**src/assert_macros.svh**
```systemverilog
// Assertion helpers shared by the RTL.
// Every check is sampled on aclk and held off while aresetn is low.
`ifndef ASSERT_MACROS_SVH
`define ASSERT_MACROS_SVH

// Same-cycle implication: cons must hold whenever ante holds.
`define ASSERT_IMPL(label, ante, cons, msg) \
    label: assert property (@(posedge aclk) disable iff (!aresetn) \
        (ante) |-> (cons)) else $error(msg);

// Next-cycle implication: cons must hold in the cycle after ante holds.
`define ASSERT_NEXT(label, ante, cons, msg) \
    label: assert property (@(posedge aclk) disable iff (!aresetn) \
        (ante) |=> (cons)) else $error(msg);

`endif

```
**src/sexpr_pkg.sv**
```systemverilog
// ----------------------------------------------------------------------------
// sexpr_pkg
// Types, codes and sizing constants for the S-expression framer.
// ----------------------------------------------------------------------------
`timescale 1ns / 1ps

package sexpr_pkg;

    // Sizing
    localparam int MAX_CHARS  = 4096;
    localparam int DEPTH_BITS = 8;
    localparam int COL_W      = $clog2(MAX_CHARS) + 1;
    localparam int CNT_W      = $clog2(MAX_CHARS) + 1;

    localparam logic [COL_W-1:0]      COL_LIMIT = COL_W'(MAX_CHARS - 2);
    localparam logic [CNT_W-1:0]      CNT_LIMIT = CNT_W'(MAX_CHARS - 1);
    localparam logic [DEPTH_BITS-1:0] DEPTH_MAX = {DEPTH_BITS{1'b1}};

    // Result queue; depth must be a power of two so the pointers wrap freely
    localparam int QDEPTH = 4;
    localparam int QPTR_W = $clog2(QDEPTH);
    localparam int QCNT_W = $clog2(QDEPTH + 1);

    // Bytes of interest
    localparam logic [7:0] CH_NL     = 8'd10;
    localparam logic [7:0] CH_TAB    = 8'd9;
    localparam logic [7:0] CH_CR     = 8'd13;
    localparam logic [7:0] CH_SPACE  = 8'd32;
    localparam logic [7:0] CH_QUOTE  = 8'd34;
    localparam logic [7:0] CH_HASH   = 8'd35;
    localparam logic [7:0] CH_LPAREN = 8'd40;
    localparam logic [7:0] CH_RPAREN = 8'd41;
    localparam logic [7:0] CH_SEMI   = 8'd59;
    localparam logic [7:0] CH_BSLASH = 8'd92;

    typedef enum logic [1:0] {
        ST_OK  = 2'd0,
        ST_ERR = 2'd1,
        ST_END = 2'd2
    } status_t;

    typedef enum logic [3:0] {
        ERR_NONE         = 4'd0,
        ERR_MISSING_RPAR = 4'd1,
        ERR_LEADING_RPAR = 4'd2,
        ERR_TRAILING     = 4'd3,
        ERR_EXTRA_RPAR   = 4'd4,
        ERR_STR_AFTER    = 4'd5,
        ERR_OPEN_STRING  = 4'd6,
        ERR_LONG_LINE    = 4'd7,
        ERR_LONG_EXPR    = 4'd8,
        ERR_TOO_DEEP     = 4'd9
    } err_t;

    typedef enum logic [2:0] {
        K_NONE   = 3'd0,
        K_STRING = 3'd1,
        K_ATOM   = 3'd2,
        K_PAREN  = 3'd3,
        K_DONE   = 3'd4
    } kind_t;

    typedef struct packed {
        status_t status;
        err_t    error_kind;
        logic    last;
    } res_t;

endpackage

```
**src/sexpr_framer_unit.sv**
```systemverilog
// ----------------------------------------------------------------------------
// sexpr_framer_unit
// Byte-stream S-expression framer with a small result queue.
// ----------------------------------------------------------------------------
// Usage:
//   Input channel (s_valid/s_ready): one text byte per transfer, or an
//   end-of-input marker when s_end_of_input is high (s_char_in is ignored).
//   Result channel (m_valid/m_ready): status, error kind and a last flag that
//   marks the final result caused by one input transfer.
//   Each input transfer updates the parse state as it is accepted and
//   pushes zero, one or two results into a four-entry queue. Results are
//   offered on the m_ side from the queue registers, oldest first.
//   Throughput: one input byte per cycle while s_ready is high; a result
//   leaves at most once per cycle.
//   s_ready is high while the queue has room for two results, so a stalled
//   receiver holds results in the queue and back-pressures the input once
//   three entries pile up; nothing is dropped.
//   Reset (aresetn low, synchronous) clears the parse state and empties the
//   queue. End of input also returns the parse state to its reset value.
// ----------------------------------------------------------------------------
`timescale 1ns / 1ps

`include "assert_macros.svh"

module sexpr_framer_unit (
    input  logic       aclk,
    input  logic       aresetn,
    input  logic       s_valid,
    output logic       s_ready,
    input  logic [7:0] s_char_in,
    input  logic       s_end_of_input,
    output logic       m_valid,
    input  logic       m_ready,
    output logic [1:0] m_status,
    output logic [3:0] m_error_kind,
    output logic       m_last_result
);

    // Parse state
    logic [sexpr_pkg::DEPTH_BITS-1:0] depth_reg, depth_next;
    logic                             instr_reg, instr_next;
    sexpr_pkg::kind_t                 kind_reg, kind_next;
    logic [7:0]                       prev_reg, prev_next;
    logic [7:0]                       prev2_reg, prev2_next;
    logic [sexpr_pkg::COL_W-1:0]      column_reg, column_next;
    logic [sexpr_pkg::CNT_W-1:0]      cnt_reg, cnt_next;
    logic                             useful_reg, useful_next;
    logic                             comment_reg, comment_next;
    logic                             skip_reg, skip_next;

    // Result queue
    sexpr_pkg::res_t                  q_reg [sexpr_pkg::QDEPTH];
    logic [sexpr_pkg::QPTR_W-1:0]     head_reg, head_next;
    logic [sexpr_pkg::QPTR_W-1:0]     tail_reg, tail_next;
    logic [sexpr_pkg::QCNT_W-1:0]     qcnt_reg, qcnt_next;

    // Per-transfer results
    logic                             in_xfer;
    logic                             out_xfer;
    logic [1:0]                       n_res;
    sexpr_pkg::res_t                  res0, res1;
    logic                             space, lit, fail_hit, go;
    sexpr_pkg::err_t                  fail_code;
    logic [sexpr_pkg::CNT_W-1:0]      cnt_tmp;

    assign s_ready  = (qcnt_reg <= sexpr_pkg::QCNT_W'(sexpr_pkg::QDEPTH - 2));
    assign in_xfer  = s_valid && s_ready;
    assign m_valid  = (qcnt_reg != '0);
    assign out_xfer = m_valid && m_ready;

    assign m_status      = q_reg[head_reg].status;
    assign m_error_kind  = q_reg[head_reg].error_kind;
    assign m_last_result = q_reg[head_reg].last;

    assign space = (s_char_in == sexpr_pkg::CH_SPACE) ||
                   ((s_char_in >= sexpr_pkg::CH_TAB) && (s_char_in <= sexpr_pkg::CH_CR));
    // Character literal #\( or #\) does not count as a parenthesis
    assign lit   = (prev_reg == sexpr_pkg::CH_BSLASH) && (prev2_reg == sexpr_pkg::CH_HASH);

    // ------------------------------------------------------------------------
    // State update for one byte
    // ------------------------------------------------------------------------
    always_comb begin
        depth_next   = depth_reg;
        instr_next   = instr_reg;
        kind_next    = kind_reg;
        prev_next    = prev_reg;
        prev2_next   = prev2_reg;
        column_next  = column_reg;
        cnt_next     = cnt_reg;
        useful_next  = useful_reg;
        comment_next = comment_reg;
        skip_next    = skip_reg;
        n_res        = 2'd0;
        res0         = '{sexpr_pkg::ST_OK, sexpr_pkg::ERR_NONE, 1'b0};
        res1         = '{sexpr_pkg::ST_END, sexpr_pkg::ERR_NONE, 1'b1};
        fail_hit     = 1'b0;
        fail_code    = sexpr_pkg::ERR_NONE;
        go           = 1'b0;
        cnt_tmp      = cnt_reg;

        if (in_xfer) begin
            if (s_end_of_input) begin
                // Flush the pending expression, then report END
                if (!skip_reg) begin
                    if (instr_reg) begin
                        res0  = '{sexpr_pkg::ST_ERR, sexpr_pkg::ERR_OPEN_STRING, 1'b0};
                        n_res = 2'd1;
                    end else if (depth_reg != '0) begin
                        res0  = '{sexpr_pkg::ST_ERR, sexpr_pkg::ERR_MISSING_RPAR, 1'b0};
                        n_res = 2'd1;
                    end else if (useful_reg) begin
                        res0  = '{sexpr_pkg::ST_OK, sexpr_pkg::ERR_NONE, 1'b0};
                        n_res = 2'd1;
                    end
                end
                if (n_res == 2'd0) begin
                    res0  = '{sexpr_pkg::ST_END, sexpr_pkg::ERR_NONE, 1'b1};
                    n_res = 2'd1;
                end else begin
                    n_res = 2'd2;
                end
                depth_next   = '0;
                instr_next   = 1'b0;
                kind_next    = sexpr_pkg::K_NONE;
                cnt_next     = '0;
                column_next  = '0;
                prev_next    = '0;
                prev2_next   = '0;
                useful_next  = 1'b0;
                comment_next = 1'b0;
                skip_next    = 1'b0;
            end else if (s_char_in == sexpr_pkg::CH_NL) begin
                if (!skip_reg && useful_reg) begin
                    if (instr_reg) begin
                        depth_next = '0;
                        instr_next = 1'b0;
                        kind_next  = sexpr_pkg::K_NONE;
                        cnt_next   = '0;
                        res0  = '{sexpr_pkg::ST_ERR, sexpr_pkg::ERR_OPEN_STRING, 1'b1};
                        n_res = 2'd1;
                    end else if (depth_reg == '0) begin
                        depth_next = '0;
                        instr_next = 1'b0;
                        kind_next  = sexpr_pkg::K_NONE;
                        cnt_next   = '0;
                        res0  = '{sexpr_pkg::ST_OK, sexpr_pkg::ERR_NONE, 1'b1};
                        n_res = 2'd1;
                    end else begin
                        // Line break inside an open expression counts one byte
                        cnt_tmp  = cnt_reg + 1'b1;
                        cnt_next = cnt_tmp;
                        if (cnt_tmp > sexpr_pkg::CNT_LIMIT) begin
                            depth_next = '0;
                            instr_next = 1'b0;
                            kind_next  = sexpr_pkg::K_NONE;
                            cnt_next   = '0;
                            res0  = '{sexpr_pkg::ST_ERR, sexpr_pkg::ERR_LONG_EXPR, 1'b1};
                            n_res = 2'd1;
                        end
                    end
                end
                column_next  = '0;
                prev_next    = '0;
                prev2_next   = '0;
                useful_next  = 1'b0;
                comment_next = 1'b0;
                skip_next    = 1'b0;
            end else if (!skip_reg) begin
                if (column_reg >= sexpr_pkg::COL_LIMIT) begin
                    fail_hit  = 1'b1;
                    fail_code = sexpr_pkg::ERR_LONG_LINE;
                end else begin
                    column_next = column_reg + 1'b1;
                    if (!comment_reg) begin
                        if (!instr_reg && (s_char_in == sexpr_pkg::CH_SEMI)) begin
                            comment_next = 1'b1;
                        end else begin
                            go = 1'b1;
                            if (useful_reg) begin
                                cnt_tmp = cnt_reg + 1'b1;
                            end else if (!space) begin
                                useful_next = 1'b1;
                                cnt_tmp     = cnt_reg + column_next;
                            end else begin
                                // Leading white space: only shift the byte history
                                prev2_next = prev_reg;
                                prev_next  = s_char_in;
                                go         = 1'b0;
                            end
                        end
                    end
                end

                if (go) begin
                    cnt_next = cnt_tmp;
                    if (cnt_tmp > sexpr_pkg::CNT_LIMIT) begin
                        fail_hit  = 1'b1;
                        fail_code = sexpr_pkg::ERR_LONG_EXPR;
                    end else if (!instr_reg && (kind_reg == sexpr_pkg::K_DONE) && !space) begin
                        fail_hit  = 1'b1;
                        fail_code = (s_char_in == sexpr_pkg::CH_RPAREN) ?
                                    sexpr_pkg::ERR_EXTRA_RPAR : sexpr_pkg::ERR_TRAILING;
                    end else begin
                        case (s_char_in)
                            sexpr_pkg::CH_LPAREN: begin
                                if (!instr_reg && !lit) begin
                                    if (depth_reg >= sexpr_pkg::DEPTH_MAX) begin
                                        fail_hit  = 1'b1;
                                        fail_code = sexpr_pkg::ERR_TOO_DEEP;
                                    end else begin
                                        depth_next = depth_reg + 1'b1;
                                        kind_next  = sexpr_pkg::K_PAREN;
                                    end
                                end
                            end
                            sexpr_pkg::CH_RPAREN: begin
                                if (!instr_reg && !lit) begin
                                    if (depth_reg == '0) begin
                                        fail_hit  = 1'b1;
                                        fail_code = sexpr_pkg::ERR_LEADING_RPAR;
                                    end else begin
                                        depth_next = depth_reg - 1'b1;
                                        if (depth_reg == {{(sexpr_pkg::DEPTH_BITS-1){1'b0}}, 1'b1})
                                        begin
                                            kind_next = sexpr_pkg::K_DONE;
                                        end
                                    end
                                end
                            end
                            sexpr_pkg::CH_QUOTE: begin
                                // Quote after a backslash is escaped
                                if (prev_reg != sexpr_pkg::CH_BSLASH) begin
                                    if (!instr_reg) begin
                                        if (kind_reg == sexpr_pkg::K_ATOM) begin
                                            fail_hit  = 1'b1;
                                            fail_code = sexpr_pkg::ERR_STR_AFTER;
                                        end else begin
                                            instr_next = 1'b1;
                                            if (kind_reg != sexpr_pkg::K_PAREN) begin
                                                kind_next = sexpr_pkg::K_STRING;
                                            end
                                        end
                                    end else begin
                                        instr_next = 1'b0;
                                        if (kind_reg == sexpr_pkg::K_STRING) begin
                                            kind_next = sexpr_pkg::K_DONE;
                                        end
                                    end
                                end
                            end
                            default: begin
                                if (!instr_reg) begin
                                    if (space) begin
                                        if (kind_reg == sexpr_pkg::K_ATOM) begin
                                            kind_next = sexpr_pkg::K_DONE;
                                        end
                                    end else if (kind_reg != sexpr_pkg::K_PAREN) begin
                                        kind_next = sexpr_pkg::K_ATOM;
                                    end
                                end
                            end
                        endcase
                        if (!fail_hit) begin
                            prev2_next = prev_reg;
                            prev_next  = s_char_in;
                        end
                    end
                end

                // Error: drop the expression and skip the rest of the line
                if (fail_hit) begin
                    depth_next = '0;
                    instr_next = 1'b0;
                    kind_next  = sexpr_pkg::K_NONE;
                    cnt_next   = '0;
                    skip_next  = 1'b1;
                    res0       = '{sexpr_pkg::ST_ERR, fail_code, 1'b1};
                    n_res      = 2'd1;
                end
            end
        end
    end

    // ------------------------------------------------------------------------
    // Queue pointers
    // ------------------------------------------------------------------------
    always_comb begin
        head_next = head_reg + sexpr_pkg::QPTR_W'(out_xfer);
        tail_next = tail_reg + sexpr_pkg::QPTR_W'(n_res);
        qcnt_next = qcnt_reg + sexpr_pkg::QCNT_W'(n_res)
                             - sexpr_pkg::QCNT_W'(out_xfer);
    end

    always_ff @(posedge aclk) begin
        if (!aresetn) begin
            depth_reg   <= '0;
            instr_reg   <= 1'b0;
            kind_reg    <= sexpr_pkg::K_NONE;
            prev_reg    <= '0;
            prev2_reg   <= '0;
            column_reg  <= '0;
            cnt_reg     <= '0;
            useful_reg  <= 1'b0;
            comment_reg <= 1'b0;
            skip_reg    <= 1'b0;
            head_reg    <= '0;
            tail_reg    <= '0;
            qcnt_reg    <= '0;
        end else begin
            depth_reg   <= depth_next;
            instr_reg   <= instr_next;
            kind_reg    <= kind_next;
            prev_reg    <= prev_next;
            prev2_reg   <= prev2_next;
            column_reg  <= column_next;
            cnt_reg     <= cnt_next;
            useful_reg  <= useful_next;
            comment_reg <= comment_next;
            skip_reg    <= skip_next;
            head_reg    <= head_next;
            tail_reg    <= tail_next;
            qcnt_reg    <= qcnt_next;
        end
    end

    // Queue payload: write up to two results at the tail
    always_ff @(posedge aclk) begin
        if (n_res != 2'd0) begin
            q_reg[tail_reg] <= res0;
        end
        if (n_res == 2'd2) begin
            q_reg[tail_reg + 1'b1] <= res1;
        end
    end

    // ------------------------------------------------------------------------
    // Assertions
    // ------------------------------------------------------------------------
    `ASSERT_IMPL(a_q_bound, 1'b1, qcnt_reg <= sexpr_pkg::QCNT_W'(sexpr_pkg::QDEPTH),
                 "result queue overflow")
    `ASSERT_IMPL(a_end_last, m_valid && (m_status == sexpr_pkg::ST_END), m_last_result,
                 "END result without last flag")
    `ASSERT_IMPL(a_kind_zero, m_valid && (m_status != sexpr_pkg::ST_ERR),
                 m_error_kind == sexpr_pkg::ERR_NONE, "error kind set on non-error result")
    `ASSERT_NEXT(a_eoi_reset, in_xfer && s_end_of_input,
                 (depth_reg == '0) && !instr_reg && !skip_reg && (column_reg == '0),
                 "parse state not cleared after end of input")

endmodule

```
**config.mk**
```make
export PLATFORM = sky130hd
export DESIGN_NAME = sexpr_framer_unit
export DESIGN_NICKNAME = d
export VERILOG_FILES = /design/src/sexpr_pkg.sv /design/src/sexpr_framer_unit.sv
export VERILOG_INCLUDE_DIRS = /design/src /design/src/src
export SDC_FILE = /design/constraint.sdc
export NUM_CORES = 1
export LEC_CHECK = 0
export BUFFER_PORTS_ARGS = -buffer_cell sky130_fd_sc_hd__buf_4
export CORE_AREA = 2 2 118 120
export DETAILED_ROUTE_END_ITERATION = 12
export DIE_AREA = 0 0 120 122
export SYNTH_ARGS = -nofsm -noshare
export SYNTH_HDL_FRONTEND = slang
export SYNTH_SLANG_ARGS = --single-unit
```
**constraint.sdc**
```tcl
create_clock -name aclk -period 5.3 [get_ports aclk]
set_input_delay 1.06 -clock aclk [delete_from_list [all_inputs] [get_ports aclk]]
set_output_delay 1.06 -clock aclk [all_outputs]
set_load 0.02 [all_outputs]
```
======== After elaboration in Yosys (flattened, before gate mapping) ========
Memories as Yosys holds them, arrays and structs flattened. A register that Yosys moved wholly into a read port is not among the register bits.
Cells that the tools add are included.
W data, S select, Z words.
cells by class
  add/subtract/negate cells ............... 10
  $lt $le $gt $ge ......................... 7
  equality and inequality tests ........... 34
  mux-type cells .......................... 195
  reduce and logical (&&, ||, !) cells .... 31
operators by type and width
  kind                     count
  $mux W8                  39
  $mux W13                 22
  $mux W3                  27
  $mux W1                  73
  $mux W6                  9
  $eq A8 B6 Y1 const B     6
  $mux W4                  10
  $mux W7                  4
  $add A13 B1 Y13 const B  2
  $gt A13 B12 Y1 const B   2
  $reduce_and A19 Y1       1
  $ne A6 B6 Y1 const B     3
  $pmux W8 S2              1
  $reduce_bool A8 Y1       2
  $ne A5 B3 Y1 const B     3
  $ne A5 B5 Y1 const B     3
  $mux W2                  7
  $add A13 B13 Y13         1
  $ge A13 B12 Y1 const B   1
  $ne A3 B2 Y1 const B     4
  $pmux W4 S3              1
  $reduce_and A12 Y1       1
  $reduce_bool A4 Y1       3
  $logic_and A1 B1 Y1      9
  other kinds (38)         43
word-level totals
  register bits ........................... 64
  RAM bits ................................ 28
  input bits .............................. 13
  output and inout bits ................... 9
  word-level logic and storage cells ...... 291
  memories ................................ 1
memories
  memory  words  width  rd ports  clocked after memory_dff  write ports  RTL line                 RTL
  q_reg   4      7      1         1                         2            sexpr_framer_unit.sv:52  sexpr_pkg::res_t q_reg [sexpr_pkg::QDEPTH];

======== Depth between registers and ports, before layout ========
Gate-level depths: netlist of run 1.
  word-level depth ........................ 34
  mapped depth ............................ 21
  mapped depth without buffers ............ 20

======== Least setup slack after synthesis of run 1 ========
OpenSTA, ideal clock, no wires.
  kind .................................... reg-to-reg
  start ................................... register column_reg[1] (netlist bit)
  end ..................................... register qcnt_reg[2] (netlist bit)
  arrival time ............................ 4266 ps
  required time ........................... 5172 ps
  slack ................................... 906 ps
  cell stages (with the launch flop) ...... 21
  period minus slack after synthesis ...... 4394 ps
  cell sequence ........................... dfxtp_1 -> ha_1 -> and4_4 -> nand3_1 -> xnor2_1 -> ha_1 -> or3_1 -> o21ai_0 -> a31oi_1 -> or3_4 -> a311oi_2 -> nor3b_4 -> a31oi_4 -> buf_6 -> nand2_2 -> ha_1 -> inv_1 -> ha_1 -> fa_1 -> xnor2_1 -> nor2_1
between the ends
  cells in the longest elaborated chain, start to end .. 27
  elaborated cells between the ends (all ways) .. 48
RTL lines
  item                                                      RTL line                  RTL
  from (decl)                                               sexpr_framer_unit.sv:45   logic [sexpr_pkg::COL_W-1:0] column_reg, column_next;
  from (signal assigned)                                    sexpr_framer_unit.sv:316  column_reg <= column_next;
  branches (longest 15 deep; another with $add A13 B1 Y13)  n/a
  $mux W1 *                                                 sexpr_framer_unit.sv:195  if (go) begin
  $mux W1 *                                                 sexpr_framer_unit.sv:169  end else if (!skip_reg) begin
  $mux W1 *                                                 sexpr_framer_unit.sv:133  end else if (s_char_in == sexpr_pkg::CH_NL) begin
  $mux W1 *                                                 sexpr_framer_unit.sv:103  if (s_end_of_input) begin
  $mux W1 *                                                 sexpr_framer_unit.sv:102  if (in_xfer) begin
  $mux W1 *                                                 sexpr_framer_unit.sv:272  if (fail_hit) begin
  $mux W1 *                                                 sexpr_framer_unit.sv:169
  $mux W2 *                                                 sexpr_framer_unit.sv:133
  $mux W2 *                                                 sexpr_framer_unit.sv:103
  $mux W2 *                                                 sexpr_framer_unit.sv:102
  $add A3 B2 Y3 *                                           sexpr_framer_unit.sv:291  qcnt_next = qcnt_reg + sexpr_pkg::QCNT_W'(n_res)
  $sub A3 B1 Y3 *                                           sexpr_framer_unit.sv:292  - sexpr_pkg::QCNT_W'(out_xfer);
  to (signal assigned)                                      sexpr_framer_unit.sv:323  qcnt_reg <= qcnt_next;
  to (decl)                                                 sexpr_framer_unit.sv:55   logic [sexpr_pkg::QCNT_W-1:0] qcnt_reg, qcnt_next;
Mark *: on every way between the ends. The select of a mux whose other input is x is not followed.
A chain may end at the register's enable or synchronous reset.

======== Worst setup path in the final report of run 1 ========
  start ................................... register cnt_reg[0] (netlist bit)
  end ..................................... register qcnt_reg[2] (netlist bit)
between the ends
  cells in the longest elaborated chain, start to end .. 24
  elaborated cells between the ends (all ways) .. 30
RTL lines
  item                    RTL line                  RTL
  from (decl)             sexpr_framer_unit.sv:46   logic [sexpr_pkg::CNT_W-1:0] cnt_reg, cnt_next;
  from (signal assigned)  sexpr_framer_unit.sv:317  cnt_reg <= cnt_next;
  $add A13 B13 Y13        sexpr_framer_unit.sv:184  cnt_tmp = cnt_reg + column_next;
  $mux W13                sexpr_framer_unit.sv:182  end else if (!space) begin
  $mux W13                sexpr_framer_unit.sv:180  if (useful_reg) begin
  $mux W13                sexpr_framer_unit.sv:176  if (!instr_reg && (s_char_in == sexpr_pkg::CH_SEMI)) begin
  $mux W13                sexpr_framer_unit.sv:175  if (!comment_reg) begin
  $mux W13                sexpr_framer_unit.sv:170  if (column_reg >= sexpr_pkg::COL_LIMIT) begin
  $mux W13                sexpr_framer_unit.sv:169
  $mux W13                sexpr_framer_unit.sv:133
  [8 not listed]          n/a
  $mux W1                 sexpr_framer_unit.sv:102
  $mux W1                 sexpr_framer_unit.sv:272
  $mux W1                 sexpr_framer_unit.sv:169
  $mux W2 *               sexpr_framer_unit.sv:133
  $mux W2 *               sexpr_framer_unit.sv:103
  $mux W2 *               sexpr_framer_unit.sv:102
  $add A3 B2 Y3 *         sexpr_framer_unit.sv:291
  $sub A3 B1 Y3 *         sexpr_framer_unit.sv:292
Every way passes the cells marked *; elsewhere a longest branch is shown, timed or not. The select of a mux whose other input is x is not followed.

==> results of run 1 <==
-- final cells by class --
class	count	area, µm²	share of cell area, %
Timing Repair Buffer	32	240.2	3.440
Clock buffer	9	225.2	3.225
Clock inverter	7	76.32	1.093
Inverter	30	112.6	1.612
Sequential cell	92	1842	26.37
Multi-Input combinational cell	599	4263	61.04
Tap cell	180	225.2	3.225
-- metrics by stage --
| stage | total power [W] | instance area, µm² |
|---|---|---|
| finish | 0.002130 | 6984 |
| global route | 0.002253 | 6984 |
| CTS | 0.002147 | 6984 |
| detailed placement | 0.001494 | 6683 |
| global placement | 0.001480 | 6683 |
| floorplan | 0.001318 | 6466 |
-- how the worst min path moves through the flow --
| stage | start | depth (start not counted) | endpoint |
|---|---|---|---|
| finish | q_reg[3][0]$_SDFFE_PP1P_ | 2 | q_reg[3][0]$_SDFFE_PP1P_ |
| CTS | q_reg[3][0]$_SDFFE_PP1P_ | 2 | q_reg[3][0]$_SDFFE_PP1P_ |
| global placement | q_reg[2][2]$_SDFFE_PP0P_ | 2 | q_reg[2][2]$_SDFFE_PP0P_ |
| floorplan | q_reg[3][0]$_SDFFE_PP1P_ | 2 | q_reg[3][0]$_SDFFE_PP1P_ |
| global route | q_reg[2][4]$_SDFFE_PP0P_ | 2 | q_reg[2][4]$_SDFFE_PP0P_ |
| detailed placement | q_reg[2][4]$_SDFFE_PP0P_ | 2 | q_reg[2][4]$_SDFFE_PP0P_ |
-- power by group --
part           total [W]  internal (W)  switching, W
Sequential      0.000873      0.000771      0.000103
Clock           0.000646      0.000335      0.000311
Combinational   0.000611      0.000266      0.000345
Total            0.00213       0.00137      0.000759
-- metal layers --
metal  up-vias  share of wire (%)
met2       180                 46
met5         -                  0
met4         0                1.4
met3        18                4.7
met1      2833                 48
li1       2910                  -
-- worst max-delay path, stage by stage, from the launching register on --
cell,delay (ps)
sky130_fd_sc_hd__dfxtp_1,600
sky130_fd_sc_hd__ha_1,360
sky130_fd_sc_hd__nand3_1,140
sky130_fd_sc_hd__nor3b_1,270
sky130_fd_sc_hd__o221ai_1,170
sky130_fd_sc_hd__o31ai_1,390
sky130_fd_sc_hd__or2_1,620
sky130_fd_sc_hd__nand2_1,180
sky130_fd_sc_hd__nor3_1,510
sky130_fd_sc_hd__nand2_2,200
sky130_fd_sc_hd__ha_1,320
sky130_fd_sc_hd__inv_1,40
sky130_fd_sc_hd__ha_1,180
sky130_fd_sc_hd__fa_1,380
sky130_fd_sc_hd__xnor2_1,160
sky130_fd_sc_hd__nor2_1,50
-- logic make-up (layout without fill, tap and decap cells) --
logic type | count (synthesis) | in the layout | share of synthesized area (%)
AO/OA/AOI/OAI | 237 | 237 | 27.21
XOR/XNOR | 31 | 31 | 4.199
adder cells (fa/ha/maj) | 29 | 29 | 5.844
buffers and inverters | 83 | 78 | 5.785
flip-flops | 92 | 92 | 28.48
multiplexers | 18 | 18 | 4.141
AND/OR/NAND/NOR | 284 | 284 | 24.34
-- placed cells by master (no fill, tap or decap), types with 5 or more instances in the layout --
cell,Yosys,layout
sky130_fd_sc_hd__a211oi_1,6,6
sky130_fd_sc_hd__a21o_1,12,12
sky130_fd_sc_hd__a21oi_1,40,40
sky130_fd_sc_hd__a22oi_1,11,11
sky130_fd_sc_hd__a31oi_1,13,13
sky130_fd_sc_hd__a32o_1,22,22
sky130_fd_sc_hd__and2_1,14,14
sky130_fd_sc_hd__and3_1,12,12
sky130_fd_sc_hd__buf_4,2,32
sky130_fd_sc_hd__clkbuf_16,0,9
sky130_fd_sc_hd__dfxtp_1,92,92
sky130_fd_sc_hd__ha_1,27,27
sky130_fd_sc_hd__inv_1,29,29
sky130_fd_sc_hd__mux2i_1,11,11
sky130_fd_sc_hd__mux4_2,7,7
sky130_fd_sc_hd__nand2_1,55,55
sky130_fd_sc_hd__nand2b_1,10,10
sky130_fd_sc_hd__nand3_1,31,31
sky130_fd_sc_hd__nand4_1,18,18
sky130_fd_sc_hd__nor2_1,65,65
sky130_fd_sc_hd__nor3_1,16,15
sky130_fd_sc_hd__o21a_1,8,8
sky130_fd_sc_hd__o21ai_0,42,42
sky130_fd_sc_hd__o221ai_1,7,7
sky130_fd_sc_hd__o22ai_1,5,5
sky130_fd_sc_hd__o2bb2ai_1,10,10
sky130_fd_sc_hd__o31ai_1,9,9
sky130_fd_sc_hd__o32ai_1,8,8
sky130_fd_sc_hd__or3_1,9,9
sky130_fd_sc_hd__or4_1,6,6
sky130_fd_sc_hd__xnor2_1,24,24
sky130_fd_sc_hd__xor2_1,7,7
==> qor.tcl, run 1 <==
set qor(outcome) {finished, final reports clean}
set qor(cts_tree) {done}
set qor(chipHeight_um) 122
set qor(skew_ps) 12.09
set qor(cts.hold.buffers_added) 0
set qor(timing.fmax_mhz) 214.5
set qor(final.hold.worst_slack_ps) 454.3
set qor(diodes) 0
set qor(synth_cells) 774
set qor(drc_marker_count_from_the_first_detailed_route_iteration) 440
set qor(synthMostInstantiatedCell) {sky130_fd_sc_hd__dfxtp_1}
set qor(area_of_the_die_mm2) 0.01464
set qor(cts_resized) 0
set qor(cts_root_buf) {sky130_fd_sc_hd__clkbuf_16}
set qor(nNetsFinal) 806
set qor(yosys.area.top_type) {sky130_fd_sc_hd__dfxtp_1}
set qor(grt_start_max_net_pins) 25
set qor(end_of_flow_core_utilization_pct) 51.72
set qor(global_route.usage.met3_pct) 2.434
set qor(clock_latency_of_the_later_clocked_register_in_the_worst_skew_pair_ps) 350
set qor(grt.met1_usage_pct) 32.01
set qor(grt_overflow_total) 0
set qor(detail_route.vias_per_cell) 6.260
set qor(seq_area_frac_synth_pct) 28.48
set qor(postRouteAntennaNets) 0
set qor(yosys_warnings) 0
set qor(largest_register_ffs) 28
set qor(route.final.wire_length_um) 17010
set qor(dp_slack_ps) 694.9
set qor(start_kind) {flip-flop}
set qor(die_w_um) 120
set qor(hp-class) {flip-flop to flip-flop}
set qor(remaining_design_rule_violation_count) 0
set qor(layout-drive-gt1-share_pct) 12.35
set qor(relSlewSlack_pct) 46.15
set qor(reg2regPathDepth) 15
set qor(htree_num_levels) 3
set qor(synth.top_cells.by_count) {92 x sky130_fd_sc_hd__dfxtp_1, 65 x sky130_fd_sc_hd__nor2_1, 55 x sky130_fd_sc_hd__nand2_1}
set qor(endpoint_kind) {flip-flop}
set qor(initial_core_util_pct) 47.88
set qor(cts_setup_buffers) 0
set qor(clock_sink_count) 92
set qor(design.core.area_mm2) 0.01350
set qor(dr.pass1.iters) 5
set qor(path_clk_slew_ps) 70
set qor(number_of_synthesized_register_bits) 92
set qor(avgRoutedWirePerCell_um) 17.93
set qor(area.growth.synth_to_final_pct) 8.011
set qor(num_vias) 5941
set qor(synth-edff-count) 0
set qor(finalSetupTns_ps) 0
set qor(synth-main-ff-cell) {sky130_fd_sc_hd__dfxtp_1}
set qor(power_density_mw_per_mm2) 305.0
set qor(global_route.usage.met2_pct) 38.39
set qor(slack_of_the_worst_reg_to_reg_path_ps) 640
set qor(numPlacedInstances) 933
set qor(placementRows) 43
set qor(cp-startpoint) {cnt_reg[0]$_SDFFE_PN0P_}
set qor(hpwl_um) 12420
set qor(layout_min_cycle_time_ps) 4663
set qor(capturing_element_of_the_worst_setup_path) {qcnt_reg[2]$_SDFF_PN0_}
set qor(final.fill_count) 1296
set qor(hold_violations) 0
set qor(post_synth_num_cell_types) 88
set qor(cts-buffers-inserted) 9
set qor(timing.critical_path.fanout_max) 20
set qor(worstPathArrival_ps) 4900
set qor(fin_cells) 949
set qor(reg2reg_to) {qcnt_reg[2]$_SDFF_PN0_}
set qor(yosys-top-cells-area) {sky130_fd_sc_hd__dfxtp_1 28%, sky130_fd_sc_hd__ha_1 5.2%, sky130_fd_sc_hd__nor2_1 3.8%, sky130_fd_sc_hd__a32o_1 3.4%, sky130_fd_sc_hd__o21ai_0 3.3%}
set qor(vdd.ir_drop.worst_mv) 0.1394
set qor(setup_viol) 0
set qor(maxCapViolations) 0
set qor(tightest_slew_ps) 801.5
set qor(async_reset_ff_share_pct) 0
set qor(finalMaxSlewViolations) 0
set qor(grt.busiest_layer) {met2}
set qor(synth_top_cell_area_share_pct) 28.48
set qor(crit_required_ps) 5530
set qor(grt_first_pass_wirelength_um) 27670
set qor(synth_area_per_cell_um2) 8.354
set qor(worstReg2RegStart) {cnt_reg[0]$_SDFFE_PN0P_}
set qor(clock_path_buffers) 2
set qor(mappedNetlistArea_mm2) 0.006466
set qor(power_leakage_nw) 2.571
set qor(first_global_vias) 5414
set qor(timing.setup.critical_path_class) {flip-flop to flip-flop}
set qor(synth_nets) 816
set qor(grt_setup_unrepaired) {false}
set qor(buffer_ports.inserted) 21
set qor(final_critical_path_setup_slack_ps) 637.2
set qor(antenna_found_initial) 0
set qor(grt.total_usage_pct) 23.31
set qor(place.gp.congestion) 0.8800
set qor(final_min_period_over_clock_period_pct) 87.98
set qor(top_level_port_count) 22
Power figures use the tool's default switching activity.
==> run 2, diff against run 1 <==
--- a/config.mk
+++ b/config.mk
@@ -7,9 +7,9 @@
 export NUM_CORES = 1
 export LEC_CHECK = 0
 export BUFFER_PORTS_ARGS = -buffer_cell sky130_fd_sc_hd__buf_4
-export CORE_AREA = 2 2 118 120
+export CORE_AREA = 2 2 152 94
 export DETAILED_ROUTE_END_ITERATION = 12
-export DIE_AREA = 0 0 120 122
+export DIE_AREA = 0 0 154 96
 export SYNTH_ARGS = -nofsm -noshare
 export SYNTH_HDL_FRONTEND = slang
 export SYNTH_SLANG_ARGS = --single-unit
==> qor.tcl, run 2 (same netlist as run 1, synthesis figures left out) <==
set qor(final_min_period_over_clock_period_pct) 86.36 ;# -1.6 points
set qor(min_path_cells) 2 ;# unchanged
set qor(maxCapViolations) 0 ;# unchanged
set qor(top_level_port_count) 22 ;# unchanged
set qor(hp-class) {flip-flop to flip-flop}
set qor(numPlacedInstances) 929 ;# -0.43%
set qor(cts_tree) {done}
set qor(area_of_the_die_mm2) 0.01478 ;# +0.98%
set qor(remaining_design_rule_violation_count) 0 ;# unchanged
set qor(timing.critical_path.fanout_max) 9 ;# -55%
set qor(antenna_found_initial) 0 ;# unchanged
set qor(grt_setup_unrepaired) {false}
set qor(placementRows) 33 ;# -23%
set qor(htree_num_levels) 3 ;# unchanged
set qor(grt.total_usage_pct) 26.02 ;# +2.7 points
set qor(outcome) {finished, final reports clean}
set qor(setup_viol) 0 ;# unchanged
set qor(reg2regPathDepth) 19 ;# +4
set qor(die_w_um) 154 ;# +28%
set qor(cp_common_cell) {sky130_fd_sc_hd__ha_1}
set qor(start_kind) {flip-flop}
set qor(hold_path.startpoint) {q_reg[3][0]$_SDFFE_PP1P_}
set qor(cts_setup_buffers) 0 ;# unchanged
set qor(cts_root_buf) {sky130_fd_sc_hd__clkbuf_16}
set qor(clock_sink_count) 92 ;# unchanged
set qor(grt_overflow_total) 0 ;# unchanged
set qor(postRouteAntennaNets) 0 ;# unchanged
set qor(reg2reg_to) {qcnt_reg[2]$_SDFF_PN0_}
set qor(num_vias) 6098 ;# +2.6%
set qor(detail_route.vias_per_cell) 6.453 ;# +3.1%
set qor(endpoint_kind) {flip-flop}
set qor(buffer_ports.inserted) 21 ;# unchanged
set qor(clock_path_buffers) 2 ;# unchanged
set qor(nNetsFinal) 807 ;# +0.12%
set qor(worst_path_max_delay_cell) {sky130_fd_sc_hd__dfxtp_1}
set qor(avgRoutedWirePerCell_um) 19.80 ;# +10%
set qor(layout-drive-gt1-share_pct) 12.34 ;# -0.016 points
set qor(area.growth.synth_to_final_pct) 7.953 ;# about the same
set qor(timing.fmax_mhz) 218.5 ;# +1.9%
set qor(cts_resized) 0 ;# unchanged
set qor(timing.setup.critical_path_class) {flip-flop to flip-flop}
set qor(crit_chain) {ha_1 -> and4_4 -> nand3_1 -> xnor2_1 -> ha_1 -> or3_1 -> o21ai_0 -> a31oi_1 -> or3_4 -> a311oi_2 -> nor3b_4 -> a31oi_4 -> nand2_2 -> ha_1 -> inv_1 -> ha_1 -> fa_1 -> xnor2_1 -> nor2_1}
set qor(initial_core_util_pct) 48.19 ;# +0.30 points
set qor(hpwl_um) 13960 ;# +12%
set qor(slack_of_the_worst_reg_to_reg_path_ps) 720 ;# +90 ps
set qor(finalSetupTns_ps) 0 ;# unchanged
set qor(skew_ps) 10.63 ;# -1.465 ps
set qor(power_leakage_nw) 2.569 ;# about the same
set qor(grt_start_max_net_pins) 30 ;# +20%
set qor(worstReg2RegStart) {column_reg[1]$_SDFFE_PN0P_}
set qor(place.gp.congestion) 0.9648 ;# +9.6%
set qor(tightest_slew_ps) 1247 ;# +445.6 ps
set qor(cts.hold.buffers_added) 0 ;# unchanged
set qor(layout_common_cells) {92 x sky130_fd_sc_hd__dfxtp_1, 65 x sky130_fd_sc_hd__nor2_1, 55 x sky130_fd_sc_hd__nand2_1, 42 x sky130_fd_sc_hd__o21ai_0, 40 x sky130_fd_sc_hd__a21oi_1}
set qor(power_density_mw_per_mm2) 309.1 ;# +1.3%
set qor(layout_min_cycle_time_ps) 4577 ;# -85.78 ps
set qor(hold_violations) 0 ;# unchanged
set qor(crit_required_ps) 5530 ;# about the same
set qor(cp-startpoint) {column_reg[1]$_SDFFE_PN0P_}
set qor(layout.cells.most_common) {sky130_fd_sc_hd__dfxtp_1}
set qor(clock_latency_of_the_later_clocked_register_in_the_worst_skew_pair_ps) 350 ;# about the same
set qor(route.final.wire_length_um) 18710 ;# +10%
set qor(vdd.ir_drop.worst_mv) 0.1479 ;# +6.1%
set qor(worstPathArrival_ps) 4800 ;# -100 ps
set qor(grt_first_pass_wirelength_um) 30180 ;# +9.1%
set qor(relSlewSlack_pct) 16.22 ;# -30 points
set qor(diodes) 0 ;# unchanged
set qor(hold-path-endpoint) {q_reg[3][0]$_SDFFE_PP1P_}
set qor(finalMaxSlewViolations) 0 ;# unchanged
set qor(final.fill_count) 1252 ;# -3.4%
set qor(design.core.area_mm2) 0.01342 ;# -0.63%
set qor(fin_cells) 945 ;# -0.42%
set qor(path_clk_slew_ps) 80 ;# about the same
set qor(chipHeight_um) 96 ;# -21%
set qor(cts-buffers-inserted) 9 ;# unchanged
set qor(dr.pass1.iters) 5 ;# unchanged
set qor(end_of_flow_core_utilization_pct) 52.02 ;# +0.30 points
set qor(first_global_vias) 5414 ;# unchanged
set qor(critical-path-max-stage-delay_ps) 440 ;# -180 ps
set qor(largest_register_ffs) 28 ;# unchanged
set qor(drc_marker_count_from_the_first_detailed_route_iteration) 625 ;# +42%
## run 2: cell count changes in the layout (fill, tap and decap cells not counted)
cell / change
sky130_fd_sc_hd__clkinv_8: +1
sky130_fd_sc_hd__clkinv_4: -1
sky130_fd_sc_hd__buf_4: +1
sky130_fd_sc_hd__o41ai_1: +1
sky130_fd_sc_hd__inv_6: +2
sky130_fd_sc_hd__inv_8: -2
sky130_fd_sc_hd__o41ai_2: -1
## run 2: where the power goes
| group | switching (W) | internal, W | total [W] |
|---|---|---|---|
| clock | 0.000319 | 0.000336 | 0.000655 |
| sequential | 0.000110 | 0.000769 | 0.000879 |
| combinational | 0.000359 | 0.000265 | 0.000624 |
| total | 0.000788 | 0.00137 | 0.00216 |
## run 2: how the worst max path moves through the flow
stage	cells after the start	slack [ps]	endpoint
3_5_place_dp	19	770	qcnt_reg[2]$_SDFF_PN0_
2_1_floorplan	20	910	qcnt_reg[2]$_SDFF_PN0_
4_1_cts	19	760	qcnt_reg[2]$_SDFF_PN0_
6_report	19	720	qcnt_reg[2]$_SDFF_PN0_
3_3_place_gp	19	820	qcnt_reg[2]$_SDFF_PN0_
5_1_grt	19	450	qcnt_reg[2]$_SDFF_PN0_
## run 2: critical path: cells and delay by family (launching register included)
family                     cells  cell delay (ps)
buffers and inverters          1               40
xor gates and xnor gates       2              370
adders and majority gates      5             1480
DFF                            1              440
AOI/OAI and AO/OA              4              700
and+or+nand+nor                7             1420
## run 2: routing by layer
layer,vias up,global-route usage [%],routed length (µm)
met5,-,0,0
met4,0,5.607,185
met3,19,5.853,1557
met2,254,34.04,7116
met1,2911,41.83,9853
li1,2914,-,-
## run 2: cell type report
class / instances / area, µm² / share of cell area [%]
Inverter: 30 / 112.6 / 1.613
Tap cell: 175 / 219.0 / 3.137
Clock buffer: 9 / 225.2 / 3.226
Sequential cell: 92 / 1842 / 26.38
Clock inverter: 7 / 78.83 / 1.129
Multi-Input combinational cell: 599 / 4255 / 60.96
Timing Repair Buffer: 33 / 247.7 / 3.549
## run 2: per-stage QoR
stage	setup slack (ps)	hold WS (ps)	total power [W]	cell area [µm²]
2_1_floorplan	906.3	425.7	0.001318	6466
3_3_place_gp	819.6	441.2	0.001495	6676
3_5_place_dp	774.4	444.6	0.001506	6676
4_1_cts	755.0	458.1	0.002163	6980
5_1_grt	446.7	465.6	0.002267	6980
6_report	723.0	451.7	0.002158	6980
==> run 3, diff against run 2 <==
--- a/config.mk
+++ b/config.mk
@@ -6,10 +6,12 @@
 export SDC_FILE = /design/constraint.sdc
 export NUM_CORES = 1
 export LEC_CHECK = 0
+export ABC_AREA = 1
 export BUFFER_PORTS_ARGS = -buffer_cell sky130_fd_sc_hd__buf_4
-export CORE_AREA = 2 2 152 94
+export CORE_AREA = 2 2 138 86
 export DETAILED_ROUTE_END_ITERATION = 12
-export DIE_AREA = 0 0 154 96
+export DIE_AREA = 0 0 140 88
+export PLACE_DENSITY_LB_ADDON = 0.2
 export SYNTH_ARGS = -nofsm -noshare
 export SYNTH_HDL_FRONTEND = slang
 export SYNTH_SLANG_ARGS = --single-unit
==> qor.tcl, run 3 <==
set qor(hpwl_um) 13570 ;# -2.8%
set qor(htree_num_levels) 3 ;# unchanged
set qor(layout.cells.most_common) {sky130_fd_sc_hd__nand2_1}
set qor(seq_area_frac_synth_pct) 26.43 ;# -2.1 points
set qor(final.hold.worst_slack_ps) 478.8 ;# +27.07 ps
set qor(clock_sink_count) 92 ;# unchanged
set qor(route.final.wire_length_um) 18550 ;# -0.87%
set qor(power_leakage_nw) 3.474 ;# +35%
set qor(hold-path-endpoint) {q_reg[2][6]$_SDFFE_PP1P_}
set qor(buffer_ports.inserted) 21 ;# unchanged
set qor(final.fill_count) 995 ;# -21%
set qor(mappedNetlistArea_mm2) 0.006969 ;# +7.8%
set qor(min_path_cells) 2 ;# unchanged
set qor(buffer_and_inverter_count_on_the_worst_path) 2 ;# +1
set qor(crit_required_ps) 5540 ;# about the same
set qor(hp-class) {flip-flop to flip-flop}
set qor(detail_route.vias_per_cell) 5.818 ;# -9.8%
set qor(synth.top_cells.by_count) {261 x sky130_fd_sc_hd__nand2_1, 125 x sky130_fd_sc_hd__nor2_1, 114 x sky130_fd_sc_hd__inv_1}
set qor(critical-path-max-stage-delay_ps) 430 ;# about the same
set qor(initial_core_util_pct) 62.94 ;# +15 points
set qor(post_synth_num_cell_types) 51 ;# -42%
set qor(dr.pass1.iters) 8 ;# +3
set qor(hold_path.startpoint) {q_reg[2][6]$_SDFFE_PP1P_}
set qor(cts_root_buf) {sky130_fd_sc_hd__clkbuf_16}
set qor(tightest_slew_ps) 1207 ;# -40.62 ps
set qor(place.gp.congestion) 0.9310 ;# -3.5%
set qor(largest_register_ffs) 28 ;# unchanged
set qor(area.growth.synth_to_final_pct) 7.810
set qor(reg2reg_to) {qcnt_reg[2]$_SDFF_PN0_}
set qor(cts_tree) {done}
set qor(worst_path_max_delay_cell) {sky130_fd_sc_hd__dfxtp_1}
set qor(layout-drive-gt1-share_pct) 10.93 ;# -1.4 points
set qor(timing.critical_path.fanout_max) 10 ;# +1
set qor(antenna_found_initial) 0 ;# unchanged
set qor(grt.total_usage_pct) 31.25 ;# +5.2 points
set qor(area_of_the_die_mm2) 0.01232 ;# -17%
set qor(avgRoutedWirePerCell_um) 15.05 ;# -24%
set qor(layout_min_cycle_time_ps) 4291 ;# -285.6 ps
set qor(yosys.area.top_type) {sky130_fd_sc_hd__dfxtp_1}
set qor(synth_area_per_cell_um2) 6.477 ;# -22%
set qor(clock_path_buffers) 2 ;# unchanged
set qor(setup_viol) 0 ;# unchanged
set qor(path_clk_slew_ps) 70 ;# about the same
set qor(synth_cells) 1076 ;# +39%
set qor(design.core.area_mm2) 0.01107 ;# -17%
set qor(finalMaxSlewViolations) 0 ;# unchanged
set qor(cts_resized) 0 ;# unchanged
set qor(maxCapViolations) 0 ;# unchanged
set qor(cts_setup_buffers) 0 ;# unchanged
set qor(remaining_design_rule_violation_count) 0 ;# unchanged
set qor(yosys_warnings) 0 ;# unchanged
set qor(slack_of_the_worst_reg_to_reg_path_ps) 1010 ;# +290 ps
set qor(finalSetupTns_ps) 0 ;# unchanged
set qor(timing.fmax_mhz) 233.0 ;# +6.7%
set qor(layout_common_cells) {261 x sky130_fd_sc_hd__nand2_1, 125 x sky130_fd_sc_hd__nor2_1, 114 x sky130_fd_sc_hd__inv_1, 92 x sky130_fd_sc_hd__dfxtp_1, 82 x sky130_fd_sc_hd__nand3_1}
set qor(endpoint_kind) {flip-flop}
set qor(end_of_flow_core_utilization_pct) 67.85 ;# +16 points
set qor(async_reset_ff_share_pct) 0 ;# unchanged
set qor(first_global_vias) 6363 ;# +18%
set qor(grt_overflow_total) 0 ;# unchanged
set qor(hold_violations) 0 ;# unchanged
set qor(die_w_um) 140 ;# -9.1%
set qor(synth-main-ff-cell) {sky130_fd_sc_hd__dfxtp_1}
set qor(reg2regPathDepth) 28 ;# +9
set qor(synthMostInstantiatedCell) {sky130_fd_sc_hd__nand2_1}
set qor(skew_ps) 12.37 ;# +1.738 ps
set qor(worstReg2RegStart) {column_reg[0]$_SDFFE_PN0P_}
set qor(timing.setup.critical_path_class) {flip-flop to flip-flop}
set qor(clock_latency_of_the_later_clocked_register_in_the_worst_skew_pair_ps) 350 ;# about the same
set qor(postRouteAntennaNets) 0 ;# unchanged
set qor(outcome) {finished, final reports clean}
set qor(cts.hold.buffers_added) 0 ;# unchanged
set qor(grt_first_pass_wirelength_um) 31330 ;# +3.8%
set qor(diodes) 0 ;# unchanged
set qor(vdd.ir_drop.worst_mv) 0.2507 ;# +69%
set qor(start_kind) {flip-flop}
set qor(worstPathArrival_ps) 4530 ;# -270 ps
set qor(number_of_synthesized_register_bits) 92 ;# unchanged
set qor(drc_marker_count_from_the_first_detailed_route_iteration) 729 ;# +17%
set qor(synth_top_cell_area_share_pct) 26.43 ;# -2.1 points
set qor(yosys-top-cells-area) {sky130_fd_sc_hd__dfxtp_1 26%, sky130_fd_sc_hd__nand2_1 14%, sky130_fd_sc_hd__nor2_1 6.7%, sky130_fd_sc_hd__inv_1 6.1%, sky130_fd_sc_hd__nand3_1 5.9%}
set qor(grt_setup_unrepaired) {false}
set qor(power_density_mw_per_mm2) 407.3 ;# +32%
set qor(nNetsFinal) 1126 ;# +40%
set qor(family_with_the_most_delay_on_the_worst_path) {simple AND/OR/NAND/NOR gates}
set qor(synth_nets) 1118 ;# +37%
set qor(synth-edff-count) 0 ;# unchanged
set qor(chipHeight_um) 88 ;# -8.3%
set qor(relSlewSlack_pct) 19.27 ;# +3.1 points
set qor(grt_start_max_net_pins) 40 ;# +33%
set qor(placementRows) 30 ;# -9.1%
set qor(final_min_period_over_clock_period_pct) 80.97 ;# -5.4 points
set qor(top_level_port_count) 22 ;# unchanged
set qor(cts-buffers-inserted) 9 ;# unchanged
set qor(num_vias) 7173 ;# +18%
## run 3: worst reg2reg max path, delay by kind of cell (launching register included)
kind	cells	cell delay [ps]
simple gates	17	1640
fa+ha+maj	5	1400
flops	1	430
compound gates	3	390
xor+xnor	1	230
buf+inv	2	80
## run 3: final cells by class
type                            count  area (µm²)  area share [%]
Sequential cell                    92        1842           24.51
Timing Repair Buffer               27       202.7           2.698
Clock buffer                        9       225.2           2.998
Multi-Input combinational cell    824        4493           59.80
Tap cell                          144       180.2           2.398
Inverter                          130       490.5           6.528
Clock inverter                      7       80.08           1.066
## run 3: power by group
part / leakage (nW) / internal (W) / switching, W / total (W)
clock network: 0.149 / 0.000373 / 0.000303 / 0.000676
logic: 2.57 / 0.000478 / 0.000868 / 0.00135
registers: 0.754 / 0.000860 / 0.000179 / 0.00104
total: 3.47 / 0.00171 / 0.00135 / 0.00306
## run 3: cell families (layout without fill, tap and decap cells)
family	after synthesis	count (layout)	synth area share, %
simple gates	564	564	38.17
compound gates	196	196	16.48
buf+inv	160	173	9.102
flops	92	92	26.43
xor+xnor	35	35	4.399
fa+ha+maj	29	29	5.422
## run 3: layer usage
layer / part of all wire (%) / vias to the layer above / wire length [µm] / global-route usage, %
li1: - / 3577 / - / -
met1: 51 / 3258 / 9481 / 48.29
met2: 38 / 323 / 7121 / 44.25
met3: 9.5 / 15 / 1761 / 6.069
met4: 1.0 / 0 / 187 / 7.530
met5: 0 / - / 0 / 0
## run 3: how the worst max path moves through the flow
stage	from	to	slack (ps)	cells past startpoint
floorplan	column_reg[1]$_SDFFE_PN0P_	qcnt_reg[2]$_SDFF_PN0_	1530	29
global placement	column_reg[1]$_SDFFE_PN0P_	qcnt_reg[2]$_SDFF_PN0_	1130	29
detailed placement	column_reg[0]$_SDFFE_PN0P_	qcnt_reg[2]$_SDFF_PN0_	1070	29
CTS	column_reg[0]$_SDFFE_PN0P_	qcnt_reg[2]$_SDFF_PN0_	1050	28
global route	column_reg[0]$_SDFFE_PN0P_	qcnt_reg[2]$_SDFF_PN0_	680	30
finish	column_reg[0]$_SDFFE_PN0P_	qcnt_reg[2]$_SDFF_PN0_	1010	28
## run 3: metrics by stage
| step | power, W | cell area (µm²) | setup WS [ps] | instances |
|---|---|---|---|---|
| floorplan | 0.002008 | 6969 | 1531 | 1076 |
| global placement | 0.002342 | 7208 | 1126 | 1217 |
| detailed placement | 0.002357 | 7208 | 1069 | 1217 |
| CTS | 0.003038 | 7513 | 1052 | 1233 |
| global route | 0.003279 | 7513 | 683.4 | 1233 |
| finish | 0.003060 | 7513 | 1009 | 1233 |
